--- config.mk ---
export PLATFORM = sky130hd
export DESIGN_NAME = contiguous_alloc_bad_block_remap
export DESIGN_NICKNAME = d
export VERILOG_FILES = /design/src/rtl/core/cabr_pkg.sv /design/src/rtl/core/cabr_res_q.sv /design/src/rtl/core/contiguous_alloc_bad_block_remap.sv
export SDC_FILE = /design/constraint.sdc
export NUM_CORES = 2
export LEC_CHECK = 0
export ABC_AREA = 1
export BUFFER_PORTS_ARGS = -buffer_cell sky130_fd_sc_hd__buf_2
export CELL_PAD_IN_SITES_DETAIL_PLACEMENT = 0
export CELL_PAD_IN_SITES_GLOBAL_PLACEMENT = 2
export CORE_UTILIZATION = 35
export CTS_CLUSTER_SIZE = 10
export DETAILED_ROUTE_END_ITERATION = 10
export GPL_TIMING_DRIVEN = 1
export PLACE_DENSITY_LB_ADDON = 0.1
export SLEW_MARGIN = 20
export SYNTH_ARGS = -nofsm -noshare
export SYNTH_HDL_FRONTEND = slang
export SYNTH_HIERARCHICAL = 1
export SYNTH_SLANG_ARGS = --single-unit
--- constraint.sdc ---
create_clock -name aclk -period 9 [get_ports aclk]
set_input_delay 0.9 -clock aclk [delete_from_list [all_inputs] [get_ports aclk]]
set_output_delay 0.9 -clock aclk [all_outputs]
set_load 0.1 [all_outputs]
--- src/rtl/core/cabr_pkg.sv ---
package cabr_pkg;

    localparam int DISK_BLOCKS = 64;

    localparam int CFG_IDX_W = 2;
    localparam logic [CFG_IDX_W-1:0] REG_TOTAL = 2'd0;
    localparam logic [CFG_IDX_W-1:0] REG_SPARE = 2'd1;
    localparam logic [CFG_IDX_W-1:0] REG_BAD   = 2'd2;

    localparam int KIND_W = 3;
    localparam logic [KIND_W-1:0] KIND_FREE       = 3'd0;
    localparam logic [KIND_W-1:0] KIND_BAD        = 3'd1;
    localparam logic [KIND_W-1:0] KIND_SPARE      = 3'd2;
    localparam logic [KIND_W-1:0] KIND_USED_SPARE = 3'd3;
    localparam logic [KIND_W-1:0] KIND_FILE       = 3'd4;

    localparam logic [2:0] ST_OK         = 3'd0;
    localparam logic [2:0] ST_NO_SPACE   = 3'd1;
    localparam logic [2:0] ST_TABLE_FULL = 3'd2;
    localparam logic [2:0] ST_NOT_FOUND  = 3'd3;
    localparam logic [2:0] ST_NO_SPARE   = 3'd4;

    localparam logic [6:0] MAX_LEN = 7'd64;

    typedef struct packed {
        logic [2:0] status;
        logic [5:0] start_block;
        logic [5:0] block_num;
        logic [5:0] target_block;
        logic       redirected;
        logic       last;
    } result_t;

endpackage

--- src/rtl/core/cabr_res_q.sv ---
// Single-entry result register parting the engine from the result channel.
module cabr_res_q
    import cabr_pkg::*;
(
    input  logic    aclk,
    input  logic    aresetn,
    input  logic    push,
    input  result_t push_data,
    output logic    full,
    input  logic    m_ready,
    output logic    m_valid,
    output result_t m_data
);
    logic    valid_reg;
    result_t data_reg;

    always_ff @(posedge aclk) begin
        if (!aresetn) begin
            valid_reg <= 1'b0;
        end else if (push) begin
            valid_reg <= 1'b1;
        end else if (m_ready) begin
            valid_reg <= 1'b0;
        end
    end

    always_ff @(posedge aclk) begin
        if (push) begin
            data_reg <= push_data;
        end
    end

    // a push is only made when the slot is free or being emptied
    assign full    = valid_reg && !m_ready;
    assign m_valid = valid_reg;
    assign m_data  = data_reg;
endmodule

--- src/rtl/core/contiguous_alloc_bad_block_remap.sv ---
// Contiguous file allocator with bad-block remapping to a spare pool. Block
// kinds sit in a one-port block memory, file and remap entries in their own
// memories, all with registered reads. After reset, and after any write of
// total_blocks or spare_blocks, the map is rebuilt by a sweep over all
// DISK_BLOCKS blocks during which no request or register write is taken; a
// bad_map write starts a read and write-back sweep over all blocks. An
// allocate does a first-fit scan of the blocks below the spare pool, then a
// marking pass over the run; a read scans the file table for the entry, then
// per block searches the remap table, looks up the block kind and, for a
// fresh bad block, scans the spare pool, before it emits the block; a result
// waiting in the output register stalls the engine.
module contiguous_alloc_bad_block_remap
    import cabr_pkg::*;
#(
    parameter int FILE_SLOTS  = 32,
    parameter int REMAP_SLOTS = 64
) (
    input  logic                 aclk,
    input  logic                 aresetn,
    input  logic                 cfg_valid,
    output logic                 cfg_ready,
    input  logic [CFG_IDX_W-1:0] cfg_index,
    input  logic [63:0]          cfg_data,
    input  logic                 s_valid,
    output logic                 s_ready,
    input  logic                 s_req_type,
    input  logic [7:0]           s_file_id,
    input  logic [6:0]           s_length,
    output logic                 m_valid,
    input  logic                 m_ready,
    output logic [2:0]           m_status,
    output logic [5:0]           m_start_block,
    output logic [5:0]           m_block_num,
    output logic [5:0]           m_target_block,
    output logic                 m_redirected,
    output logic                 m_last
);
    localparam int BW  = (DISK_BLOCKS > 1) ? $clog2(DISK_BLOCKS) : 1;
    localparam int BCW = $clog2(DISK_BLOCKS + 1);
    localparam int FW  = (FILE_SLOTS > 1) ? $clog2(FILE_SLOTS) : 1;
    localparam int FCW = $clog2(FILE_SLOTS + 1);
    localparam int RW  = (REMAP_SLOTS > 1) ? $clog2(REMAP_SLOTS) : 1;
    localparam int RCW = $clog2(REMAP_SLOTS + 1);
    localparam int XW  = (BCW > 7) ? BCW + 1 : 8;

    typedef enum logic [13:0] {
        S_INIT   = 14'b00000000000001,
        S_IDLE   = 14'b00000000000010,
        S_BADFX  = 14'b00000000000100,
        S_ASCAN  = 14'b00000000001000,
        S_AMARK  = 14'b00000000010000,
        S_FSCAN  = 14'b00000000100000,
        S_FWAIT  = 14'b00000001000000,
        S_RSCAN  = 14'b00000010000000,
        S_KREAD  = 14'b00000100000000,
        S_KCHK   = 14'b00001000000000,
        S_PSCAN  = 14'b00010000000000,
        S_EMIT   = 14'b00100000000000,
        S_BWAIT  = 14'b01000000000000,
        S_REPLY  = 14'b10000000000000
    } state_t;

    state_t state_reg, state_next;

    logic [6:0]  total_reg;
    logic [6:0]  spare_reg;
    logic [63:0] bad_reg;

    // memories
    logic [KIND_W-1:0] kind_mem [DISK_BLOCKS];
    logic [7:0]        fid_mem  [FILE_SLOTS];
    logic [5:0]        fst_mem  [FILE_SLOTS];
    logic [6:0]        fln_mem  [FILE_SLOTS];
    logic [5:0]        rbad_mem [REMAP_SLOTS];
    logic [5:0]        rsp_mem  [REMAP_SLOTS];

    logic [KIND_W-1:0] kind_q;
    logic [7:0]        fid_q;
    logic [5:0]        fst_q;
    logic [6:0]        fln_q;
    logic [5:0]        rbad_q, rsp_q;

    logic              kwe;
    logic [BW-1:0]     kaddr;
    logic [KIND_W-1:0] kwdata;
    logic              fwe;
    logic [FW-1:0]     faddr;
    logic              rwe;
    logic [RW-1:0]     raddr;

    logic [FCW-1:0] ftot_reg;
    logic [RCW-1:0] rtot_reg;

    logic [BCW-1:0] ptr_reg, ptr_next;
    logic [BCW-1:0] aux_reg, aux_next;
    logic [6:0]     run_reg, run_next;
    logic           rdp_reg, rdp_next;   // a memory read is pending
    logic           hit_reg, hit_next;
    logic [7:0]     id_reg;
    logic [6:0]     len_reg, len_next;
    logic [5:0]     st_reg, st_next;
    logic [6:0]     idx_reg, idx_next;
    logic [5:0]     tgt_reg, tgt_next;
    logic           red_reg, red_next;
    logic [2:0]     rst_reg, rst_next;
    result_t        res_reg, res_next;

    logic    push, q_full;
    result_t m_data;

    logic [BCW-1:0] used;
    logic [BCW-1:0] pool;
    logic [BCW-1:0] spc;

    always_comb begin
        used = ({{(XW-7){1'b0}}, total_reg} < XW'(DISK_BLOCKS)) ?
               BCW'(total_reg) : BCW'(DISK_BLOCKS);
        spc  = ({{(XW-7){1'b0}}, spare_reg} < XW'(used)) ? BCW'(spare_reg) : used;
        pool = used - spc;
    end

    function automatic logic bad_bit(logic [63:0] m, logic [BCW-1:0] b);
        logic r;
        r = 1'b0;
        if (XW'(b) < XW'(64)) begin
            r = m[b[5:0]];
        end
        return r;
    endfunction

    // block memory
    always_ff @(posedge aclk) begin
        if (kwe) begin
            kind_mem[kaddr] <= kwdata;
        end
        kind_q <= kind_mem[kaddr];
    end

    always_ff @(posedge aclk) begin
        if (fwe) begin
            fid_mem[faddr] <= id_reg;
            fst_mem[faddr] <= st_reg;
            fln_mem[faddr] <= len_reg;
        end
        fid_q <= fid_mem[faddr];
        fst_q <= fst_mem[faddr];
        fln_q <= fln_mem[faddr];
    end

    // a new entry is only written from the pool scan, where aux holds the spare
    always_ff @(posedge aclk) begin
        if (rwe) begin
            rbad_mem[raddr] <= idx_reg[5:0] + st_reg;
            rsp_mem[raddr]  <= aux_reg[5:0];
        end
        rbad_q <= rbad_mem[raddr];
        rsp_q  <= rsp_mem[raddr];
    end

    wire cfg_fire = cfg_valid && cfg_ready;
    wire in_fire  = s_valid && s_ready;
    assign cfg_ready = (state_reg == S_IDLE);
    assign s_ready   = (state_reg == S_IDLE) && !cfg_valid;

    always_ff @(posedge aclk) begin
        if (!aresetn) begin
            total_reg <= 7'd64;
            spare_reg <= 7'd8;
            bad_reg   <= '0;
        end else if (cfg_fire) begin
            case (cfg_index)
                REG_TOTAL: total_reg <= cfg_data[6:0];
                REG_SPARE: spare_reg <= cfg_data[6:0];
                REG_BAD:   bad_reg   <= cfg_data;
                default:   ;
            endcase
        end
    end

    wire [5:0] cur_blk = idx_reg[5:0] + st_reg;

    always_comb begin
        state_next = state_reg;
        ptr_next = ptr_reg;
        aux_next = aux_reg;
        run_next = run_reg;
        rdp_next = 1'b0;
        hit_next = hit_reg;
        len_next = len_reg;
        st_next  = st_reg;
        idx_next = idx_reg;
        tgt_next = tgt_reg;
        red_next = red_reg;
        rst_next = rst_reg;
        res_next = res_reg;
        kwe = 1'b0;
        kaddr = ptr_reg[BW-1:0];
        kwdata = KIND_FREE;
        fwe = 1'b0;
        faddr = ptr_reg[FW-1:0];
        rwe = 1'b0;
        raddr = ptr_reg[RW-1:0];
        push = 1'b0;

        case (state_reg)
            S_INIT: begin
                kwe = 1'b1;
                if (ptr_reg >= pool && ptr_reg < used) begin
                    kwdata = KIND_SPARE;
                end else if (ptr_reg < pool && bad_bit(bad_reg, ptr_reg)) begin
                    kwdata = KIND_BAD;
                end
                ptr_next = ptr_reg + 1'b1;
                if (ptr_reg == BCW'(DISK_BLOCKS - 1)) begin
                    state_next = S_IDLE;
                end
            end
            S_BADFX: begin
                // read each block, marking listed bad ones below the pool
                if (!rdp_reg) begin
                    rdp_next = 1'b1;
                end else begin
                    if (ptr_reg < pool && bad_bit(bad_reg, ptr_reg) &&
                        (kind_q == KIND_FREE || kind_q == KIND_FILE)) begin
                        kwe = 1'b1;
                        kwdata = KIND_BAD;
                    end
                    ptr_next = ptr_reg + 1'b1;
                    if (ptr_reg == BCW'(DISK_BLOCKS - 1)) begin
                        state_next = S_IDLE;
                    end
                end
            end
            S_IDLE: begin
                ptr_next = '0;
                if (cfg_fire) begin
                    if (cfg_index == REG_TOTAL || cfg_index == REG_SPARE) begin
                        state_next = S_INIT;
                    end else if (cfg_index == REG_BAD) begin
                        state_next = S_BADFX;
                    end
                end else if (in_fire) begin
                    len_next = s_length;
                    res_next = '0;
                    res_next.last = 1'b1;
                    if (!s_req_type) begin
                        run_next = '0;
                        if (FCW'(FILE_SLOTS) <= ftot_reg) begin
                            res_next.status = ST_TABLE_FULL;
                            state_next = S_REPLY;
                        end else if (s_length == 7'd0 || s_length > MAX_LEN) begin
                            res_next.status = ST_NO_SPACE;
                            state_next = S_REPLY;
                        end else if (pool == '0) begin
                            res_next.status = ST_NO_SPACE;
                            state_next = S_REPLY;
                        end else begin
                            state_next = S_ASCAN;
                        end
                    end else begin
                        hit_next = 1'b0;
                        if (ftot_reg == '0) begin
                            res_next.status = ST_NOT_FOUND;
                            state_next = S_REPLY;
                        end else begin
                            state_next = S_FSCAN;
                        end
                    end
                end
            end
            S_ASCAN: begin
                if (!rdp_reg) begin
                    rdp_next = 1'b1;
                end else begin
                    if (kind_q == KIND_FREE) begin
                        if (run_reg + 7'd1 == len_reg) begin
                            aux_next = ptr_reg + 1'b1 - BCW'(len_reg);
                            st_next = 6'(ptr_reg + 1'b1 - BCW'(len_reg));
                            ptr_next = ptr_reg + 1'b1 - BCW'(len_reg);
                            state_next = S_AMARK;
                        end else begin
                            run_next = run_reg + 7'd1;
                            ptr_next = ptr_reg + 1'b1;
                        end
                    end else begin
                        run_next = '0;
                        ptr_next = ptr_reg + 1'b1;
                    end
                    if (state_next == S_ASCAN && ptr_reg + 1'b1 >= pool) begin
                        res_next.status = ST_NO_SPACE;
                        state_next = S_REPLY;
                    end
                end
            end
            S_AMARK: begin
                kwe = 1'b1;
                kwdata = KIND_FILE;
                ptr_next = ptr_reg + 1'b1;
                if (ptr_reg + 1'b1 == aux_reg + BCW'(len_reg)) begin
                    fwe = 1'b1;
                    faddr = ftot_reg[FW-1:0];
                    res_next.status = ST_OK;
                    res_next.start_block = st_reg;
                    state_next = S_REPLY;
                end
            end
            S_FSCAN: begin
                // last matching entry wins
                if (rdp_reg) begin
                    if (fid_q == id_reg) begin
                        hit_next = 1'b1;
                        st_next = fst_q;
                        len_next = fln_q;
                    end
                end
                if (ptr_reg < BCW'(ftot_reg) && ptr_reg < BCW'(FILE_SLOTS)) begin
                    rdp_next = 1'b1;
                    ptr_next = ptr_reg + 1'b1;
                end else begin
                    state_next = S_FWAIT;
                end
            end
            S_FWAIT: begin
                idx_next = '0;
                ptr_next = '0;
                if (!hit_reg) begin
                    res_next.status = ST_NOT_FOUND;
                    state_next = S_REPLY;
                end else begin
                    tgt_next = st_reg;
                    red_next = 1'b0;
                    rst_next = ST_OK;
                    state_next = S_RSCAN;
                end
            end
            S_RSCAN: begin
                if (rdp_reg && rbad_q == cur_blk) begin
                    tgt_next = rsp_q;
                    red_next = 1'b1;
                end
                if (ptr_reg < BCW'(rtot_reg)) begin
                    rdp_next = 1'b1;
                    ptr_next = ptr_reg + 1'b1;
                end else begin
                    state_next = red_next ? S_EMIT : S_KREAD;
                end
            end
            S_KREAD: begin
                kaddr = BW'(cur_blk);
                state_next = S_KCHK;
            end
            S_KCHK: begin
                kaddr = BW'(cur_blk);
                if (kind_q == KIND_BAD && XW'(cur_blk) < XW'(DISK_BLOCKS)) begin
                    ptr_next = pool;
                    if (RCW'(REMAP_SLOTS) <= rtot_reg) begin
                        rst_next = ST_NO_SPARE;
                        state_next = S_EMIT;
                    end else begin
                        state_next = S_PSCAN;
                    end
                end else begin
                    state_next = S_EMIT;
                end
            end
            S_PSCAN: begin
                if (rdp_reg && kind_q == KIND_SPARE) begin
                    kaddr = BW'(aux_reg);
                    kwe = 1'b1;
                    kwdata = KIND_USED_SPARE;
                    tgt_next = 6'(aux_reg);
                    red_next = 1'b1;
                    rwe = 1'b1;
                    raddr = rtot_reg[RW-1:0];
                    state_next = S_EMIT;
                end else if (ptr_reg < used) begin
                    rdp_next = 1'b1;
                    aux_next = ptr_reg;
                    ptr_next = ptr_reg + 1'b1;
                end else begin
                    rst_next = ST_NO_SPARE;
                    state_next = S_EMIT;
                end
            end
            S_EMIT: begin
                if (!q_full) begin
                    push = 1'b1;
                    res_next.status = rst_reg;
                    res_next.start_block = st_reg;
                    res_next.block_num = cur_blk;
                    res_next.target_block = tgt_reg;
                    res_next.redirected = red_reg;
                    res_next.last = (idx_reg + 7'd1 == len_reg);
                    if (idx_reg + 7'd1 == len_reg) begin
                        state_next = S_IDLE;
                    end else begin
                        idx_next = idx_reg + 7'd1;
                        state_next = S_BWAIT;
                    end
                end
            end
            S_BWAIT: begin
                ptr_next = '0;
                tgt_next = cur_blk;
                red_next = 1'b0;
                rst_next = ST_OK;
                state_next = S_RSCAN;
            end
            S_REPLY: begin
                if (!q_full) begin
                    push = 1'b1;
                    state_next = S_IDLE;
                end
            end
            default: state_next = S_IDLE;
        endcase
    end

    // emit pushes its fields straight from the registers being built
    result_t push_data;
    always_comb begin
        push_data = res_reg;
        if (state_reg == S_EMIT) begin
            push_data = res_next;
        end
    end

    always_ff @(posedge aclk) begin
        if (!aresetn) begin
            state_reg <= S_INIT;
            ptr_reg   <= '0;
            rdp_reg   <= 1'b0;
            ftot_reg  <= '0;
            rtot_reg  <= '0;
        end else begin
            state_reg <= state_next;
            ptr_reg   <= ptr_next;
            rdp_reg   <= rdp_next;
            if (state_reg == S_INIT) begin
                ftot_reg <= '0;
                rtot_reg <= '0;
            end else begin
                if (fwe) ftot_reg <= ftot_reg + 1'b1;
                if (rwe) rtot_reg <= rtot_reg + 1'b1;
            end
        end
    end

    always_ff @(posedge aclk) begin
        aux_reg <= aux_next;
        run_reg <= run_next;
        hit_reg <= hit_next;
        len_reg <= len_next;
        st_reg  <= st_next;
        idx_reg <= idx_next;
        tgt_reg <= tgt_next;
        red_reg <= red_next;
        rst_reg <= rst_next;
        res_reg <= res_next;
        if (in_fire) begin
            id_reg <= s_file_id;
        end
    end

    cabr_res_q u_res_q (
        .aclk      (aclk),
        .aresetn   (aresetn),
        .push      (push),
        .push_data (push_data),
        .full      (q_full),
        .m_ready   (m_ready),
        .m_valid   (m_valid),
        .m_data    (m_data)
    );

    assign m_status       = m_data.status;
    assign m_start_block  = m_data.start_block;
    assign m_block_num    = m_data.block_num;
    assign m_target_block = m_data.target_block;
    assign m_redirected   = m_data.redirected;
    assign m_last         = m_data.last;
endmodule

* After elaboration in Yosys (flattened, before gate mapping)
Memory sizes are Yosys's and may differ from the RTL's. A register that Yosys moved wholly into a read port is not among the register bits. Cells that the tools add are included.
Cells by class: $add $sub $neg 9, order comparisons 14, equality and inequality tests 56, multiplexer cells 148, bitwise gates (word level) 1, reduce and logical (&&, ||, !) cells 51
Operators by type and width (count):
- $mux W14 | 26
- $mux W7 | 28
- $pmux W14 S14 | 1
- $mux W23 | 4
- $mux W6 | 11
- $pmux W7 S2 | 4
- $pmux W7 S8 | 1
- $ne A2 B2 Y1 const B | 24
- $mux W1 | 41
- $reduce_and A6 Y1 | 5
- $add A7 B1 Y7 const B | 4
- $eq A14 B4 Y1 const B | 2
- $lt A7 B7 Y1 | 4
- $pmux W14 S2 | 1
- $mux W3 | 9
- $mux W12 | 2
- $pmux W3 S4 | 2
- $pmux W6 S2 | 2
- $pmux W6 S4 | 1
- $eq A7 B7 Y1 | 3
- $pmux W6 S3 | 1
- $pmux W3 S5 | 1
- $eq A14 B1 Y1 const B | 1
- $eq A14 B10 Y1 const B | 1
- other kinds (62) | 100
Storage, ports and cells: register bits 213, bits in writable memories 1632, input bits 87, output and inout bits 26, logic and storage cells 316, memories kept 6
Memories:
- rbad_mem | depth 64, bits a word 6, rd ports 1, clocked after memory_dff 1, wr ports 1, line contiguous_alloc_bad_block_remap.sv:74 | logic [5:0] rbad_mem [REMAP_SLOTS];
- rsp_mem | depth 64, bits a word 6, rd ports 1, clocked after memory_dff 1, wr ports 1, line contiguous_alloc_bad_block_remap.sv:75 | logic [5:0] rsp_mem [REMAP_SLOTS];
- fid_mem | depth 32, bits a word 8, rd ports 1, clocked after memory_dff 1, wr ports 1, line contiguous_alloc_bad_block_remap.sv:71 | logic [7:0] fid_mem [FILE_SLOTS];
- fln_mem | depth 32, bits a word 7, rd ports 1, clocked after memory_dff 1, wr ports 1, line contiguous_alloc_bad_block_remap.sv:73 | logic [6:0] fln_mem [FILE_SLOTS];
- fst_mem | depth 32, bits a word 6, rd ports 1, clocked after memory_dff 1, wr ports 1, line contiguous_alloc_bad_block_remap.sv:72 | logic [5:0] fst_mem [FILE_SLOTS];
- kind_mem | depth 64, bits a word 3, rd ports 1, clocked after memory_dff 1, wr ports 1, line contiguous_alloc_bad_block_remap.sv:70 | logic [KIND_W-1:0] kind_mem [DISK_BLOCKS];

* Depth between registers and ports, before layout
depth in word-level cells 14, gate-level depth with buffers 32, gate-level depth less buffers 31

* Modules after synthesis
Netlist, hierarchy kept.
Modules (own cells, without submodules):
- contiguous_alloc_bad_block_remap | times used 1, cells each 8359, area each 81828.5 um^2, seq. area each 53981.8 um^2
- cabr_res_q | times used 1, cells each 30, area each 740.7 um^2, seq. area each 710.7 um^2

* Worst setup path before layout
OpenSTA, ideal clock, no wires.
kind register -> register, from register total_reg[6], to memory kind_mem[0][1], data pin, setup time 0.702 ns, arrival time 5.914 ns, required time 8.298 ns, slack 2.385 ns, stages on the path, launching flop included 23, path buffers 2, clock period less this slack 6.615 ns, cells stage by stage dfxtp_1 -> buf_2 -> nor2_1 -> inv_1 -> ha_1 -> nand3_1 -> nand2_1 -> nand3_1 -> and2_1 -> buf_2 -> o21ai_0 -> ha_1 -> inv_1 -> fa_1 -> a21oi_1 -> o21ai_0 -> xor2_1 -> nor2_1 -> nor3b_1 -> nand4_1 -> nand3_1 -> nand2_1 -> o21ai_0
Between the ends: longest elaborated chain between the ends 9, elaborated cells on any way between the ends 10, those cells by class add/sub (1); order compare (4); mux (4); reduce/logical (1)
RTL lines:
- from (decl) | line contiguous_alloc_bad_block_remap.sv:65 | logic [6:0] total_reg;
- from (signal assigned) | line contiguous_alloc_bad_block_remap.sv:172 | REG_TOTAL: total_reg <= cfg_data[6:0];
- $lt A7 B7 Y1 | line contiguous_alloc_bad_block_remap.sv:116 | used = ({{(XW-7){1'b0}}, total_reg} < XW'(DISK_BLOCKS)) ?
- $mux W7 (*) | line contiguous_alloc_bad_block_remap.sv:116
- $lt A7 B7 Y1 | line contiguous_alloc_bad_block_remap.sv:118 | spc = ({{(XW-7){1'b0}}, spare_reg} < XW'(used)) ? BCW'(spare_reg) : used;
- $mux W7 | line contiguous_alloc_bad_block_remap.sv:118
- $sub A7 B7 Y7 | line contiguous_alloc_bad_block_remap.sv:119 | pool = used - spc;
- $ge A7 B7 Y1 | line contiguous_alloc_bad_block_remap.sv:208 | if (ptr_reg >= pool && ptr_reg < used) begin
- $logic_and A1 B1 Y1 (*) | line contiguous_alloc_bad_block_remap.sv:208
- $mux W2 (*) | line contiguous_alloc_bad_block_remap.sv:208
- $pmux W3 S4 (*) | line contiguous_alloc_bad_block_remap.sv:205 | case (state_reg)
- named net kwdata[1] | line contiguous_alloc_bad_block_remap.sv:85 | logic [KIND_W-1:0] kwdata;
- to (decl) | line contiguous_alloc_bad_block_remap.sv:70
Mark *: on every way through the listed nets, which the timed path passes. The rest lies on a longest branch.

* Worst setup path in the final report
from register aux_reg[1], to memory fid_mem[27][0] (enable)
Between the ends: longest elaborated chain between the ends 6, elaborated cells on any way between the ends 8, those cells by class add/sub (1); eq/ne (1); mux (6)
RTL lines:
- from (decl) | line contiguous_alloc_bad_block_remap.sv:95 | logic [BCW-1:0] aux_reg, aux_next;
- from (signal assigned) | line contiguous_alloc_bad_block_remap.sv:450 | aux_reg <= aux_next;
- $add A7 B7 Y7 (*) | line contiguous_alloc_bad_block_remap.sv:299 | if (ptr_reg + 1'b1 == aux_reg + BCW'(len_reg)) begin
- $eq A7 B7 Y1 (*) | line contiguous_alloc_bad_block_remap.sv:299
- $mux W1 | line contiguous_alloc_bad_block_remap.sv:299
- $mux W1 | line contiguous_alloc_bad_block_remap.sv:205
- $mux W1 | line contiguous_alloc_bad_block_remap.sv:140 | if (fwe) begin
- $mux W1 (implied by the code) | line contiguous_alloc_bad_block_remap.sv:141 | fid_mem[faddr] <= id_reg;
- to (decl) | line contiguous_alloc_bad_block_remap.sv:71
Every way passes the cells marked *; elsewhere a longest branch is shown, timed or not.

==> summary.txt <==
Outcome
  – Outcome: completed

Finish
  – Synth-to-Final Area Change: 13.2%
  – Largest registers: rbad_mem (384), rsp_mem (384), fid_mem (256)
  – Fill count: 23000
  – Share of cells above drive strength 1: 0.0830
  – Register area: 54700 um^2
  – Area of the multi-input gates: 25300 um^2
  – Layout Nets: 8626

Synthesis
  – Top cell type's share of synthesized area: 0.620
  – Post-synthesis cell type count: 57
  – Cell area after synthesis: 82600 um^2
  – Seq cells post-synth: 1879
  – Count leader, synth: nand2_1
  – Post-synth top area cell: edfxtp_1
  – Sequential area share after synthesis: 0.662
  – Warnings, synthesis: 6
  – Gate Count Post-Synth: 8389
  – Synth async-reset ratio: 0
  – Top_reg_cell synth: edfxtp_1
  – Synth Net Count: 8541
  – Most frequent cells after synthesis: nand2_1 (3927), edfxtp_1 (1706), nor2_1 (483)
  – Syn_area_per_cell: 9.84 um^2
  – EDFF count, synth: 1706
  – Synth top area cells: edfxtp_1 (62%), nand2_1 (18%), dfxtp_1 (4.2%)

STA
  – Fmax: 166 MHz
  – Relative slew margins: 0.197
  – Max-slew violation count: 0
  – Setup TNS: 0 ns
  – Fin worst setup slack: 2.99 ns
  – Final hold violation count: 0
  – Final setup vio count: 0
  – Tcrit/Tclk final: 0.667
  – Clock skew: 0.0591 ns
  – Worst slew pin tran: 1.19 ns
  – Unrepaired setup endpoints after global routing: false
  – Crit path time final: 6.01 ns

Routing
  – Vias post-DR: 57900
  – DRC errors left: 0
  – Post-Route WL: 267000 um
  – Wirelength per Cell: 22.7 um
  – Antenna viol nets, final: 0
  – Vias per cell: 4.93
  – WL met3: 9390 um
  – Met2 routed wirelength: 132000 um
  – Wl on met1: 118000 um
  – DR pass1 iterations: 6
  – Top Metal Used: met4
  – Initial detailed-routing violation count: 4115

Die
  – Die W: 488 um
  – Die Height: 488 um
  – Num rows: 177
  – Initial Utilization: 0.353
  – Num ports: 113
  – Core Area: 234000 um^2
  – Die ar.: 238000 um^2

Global route
  – GRT Util Overall: 0.223
  – Vias in the first global route: 56800
  – Pin count of the biggest net entering global routing: 155
  – Antenna violations before repair: 5
  – Remaining Overflow, GRT: 0
  – First-pass GRT wire length: 391000 um

Worst setup path
  – Worst setup path start: aux_reg[1]
  – Slowest-stage cell, CP: nor2_2
  – Critical Path Source Type: flip-flop
  – Setup CP Type: reg -> reg
  – Critical-path cell list: buf_4, fa_1, xor2_1, a21oi_1, nand3_1, nor2_2, nand4_4, nand2_2, nand2_8, inv_6, nand4_2, nor2_2, buf_4
  – Critical path's largest stage delay: 0.93 ns
  – Worst Setup End Kind: flip-flop
  – Worst-path maximum fanout: 80
  – Worst Path Buf+Inv: 3
  – Reg-to-Reg Start: aux_reg[1]
  – Worst path top cell family by delay: simple AND/OR/NAND/NOR gates
  – Arr. time, crit path: 6.53 ns
  – Critical Path RT: 9.53 ns

Clocking
  – TritonCTS clock tree: yes
  – Clock Pin Slew Worst Setup and Hold Paths: 0.05 ns
  – Hold Buf Count CTS: 0
  – H-tree depth: 4
  – Number of buffers created by CTS: 218
  – Postcts setup bufs: 0
  – CTS resizes: 0
  – CTS Buffer Depth: 3
  – Clock Root Buffer: clkbuf_16
  – Clk sinks: 1879
  – Worst-Skew Late Latency: 0.86 ns

Job
  – Max_cap viols: 0

Place
  – Worst slack, placed: 3.02 ns
  – Dpl hpwl: 156000 um
  – PortBufs: 112
  – Routability cong.: 0.847

Min path
  – Hold/Removal Path Class: in -> reg
  – Hold path start: s_file_id[1]

Power
  – Leakage: 0.0370 uW
  – Peak VDD IR: 0.186 mV
  – Cell Pwr Density: 253 nW/um^2
==> cell families after synthesis <==
family                   Yosys count  share of synthesized area
AO/OA/AOI/OAI                    733                     0.0474
XOR/XNOR                          45                    0.00477
adder cells (fa/ha/maj)           65                     0.0102
buffers and inverters            689                     0.0369
flip-flops                      1879                      0.662
AND/OR/NAND/NOR                 4978                      0.238
==> power by group <==
group,switching (uW),internal (uW)
clock,3570,4710
sequential,140,9650
combinational,4180,1420
==> final cells by class <==
class	instances	area share
inverter	251	0.0103
tap	3132	0.0419
sequential	1879	0.585
timing repair buffer	303	0.0225
multi-input combinational	5821	0.270
antenna	3	0.0000803
clock inverter	32	0.00487
clock buffer	326	0.0646
==> cells in the final DEF (no fill, tap or decap), types with 12 or more instances in the layout <==
master	count
a21oi_1	346
buf_2	112
buf_4	182
clkbuf_1	95
clkbuf_16	222
dfxtp_1	172
edfxtp_1	1706
ha_1	60
inv_1	212
inv_2	30
nand2_1	3923
nand3_1	435
nand4_1	27
nor2_1	438
nor2_2	39
nor2_4	12
nor3_1	29
nor3_4	15
o21a_1	15
o21ai_0	266
o21ai_1	16
o22ai_1	35
xnor2_1	16
xor2_1	29
==> per-layer routing <==
layer | vias up | GRT usage
li1 | 28100 | -
met1 | 28400 | 0.294
met2 | 1058 | 0.384
met3 | 327 | 0.0238
met4 | 0 | 0.0638
met5 | - | 0
==> through the flow <==
step / util / std cells / hold WS (ns) / cell area (um^2) / power (uW)
floorplan: - / 8389 / 0.429 / 82600 / 13600
global route: 0.400 / 11700 / 0.196 / 93500 / 24900
detailed placement: 0.372 / 11400 / 0.453 / 86900 / 15700
CTS: 0.400 / 11700 / 0.174 / 93400 / 24000
global placement: 0.372 / 11400 / 0.448 / 86900 / 15700
finish: 0.400 / 11700 / 0.245 / 93500 / 23700
==> final timing paths <==
check	to	slack [ns]	cells past startpoint
worst max-delay path	fid_mem[27][0]	2.99	13
worst min-delay path	id_reg[1]	0.25	1
worst max register to register	fid_mem[27][0]	2.99	13
worst min register to register	total_reg[2]	0.46	2
Power figures use the tool's default switching activity.
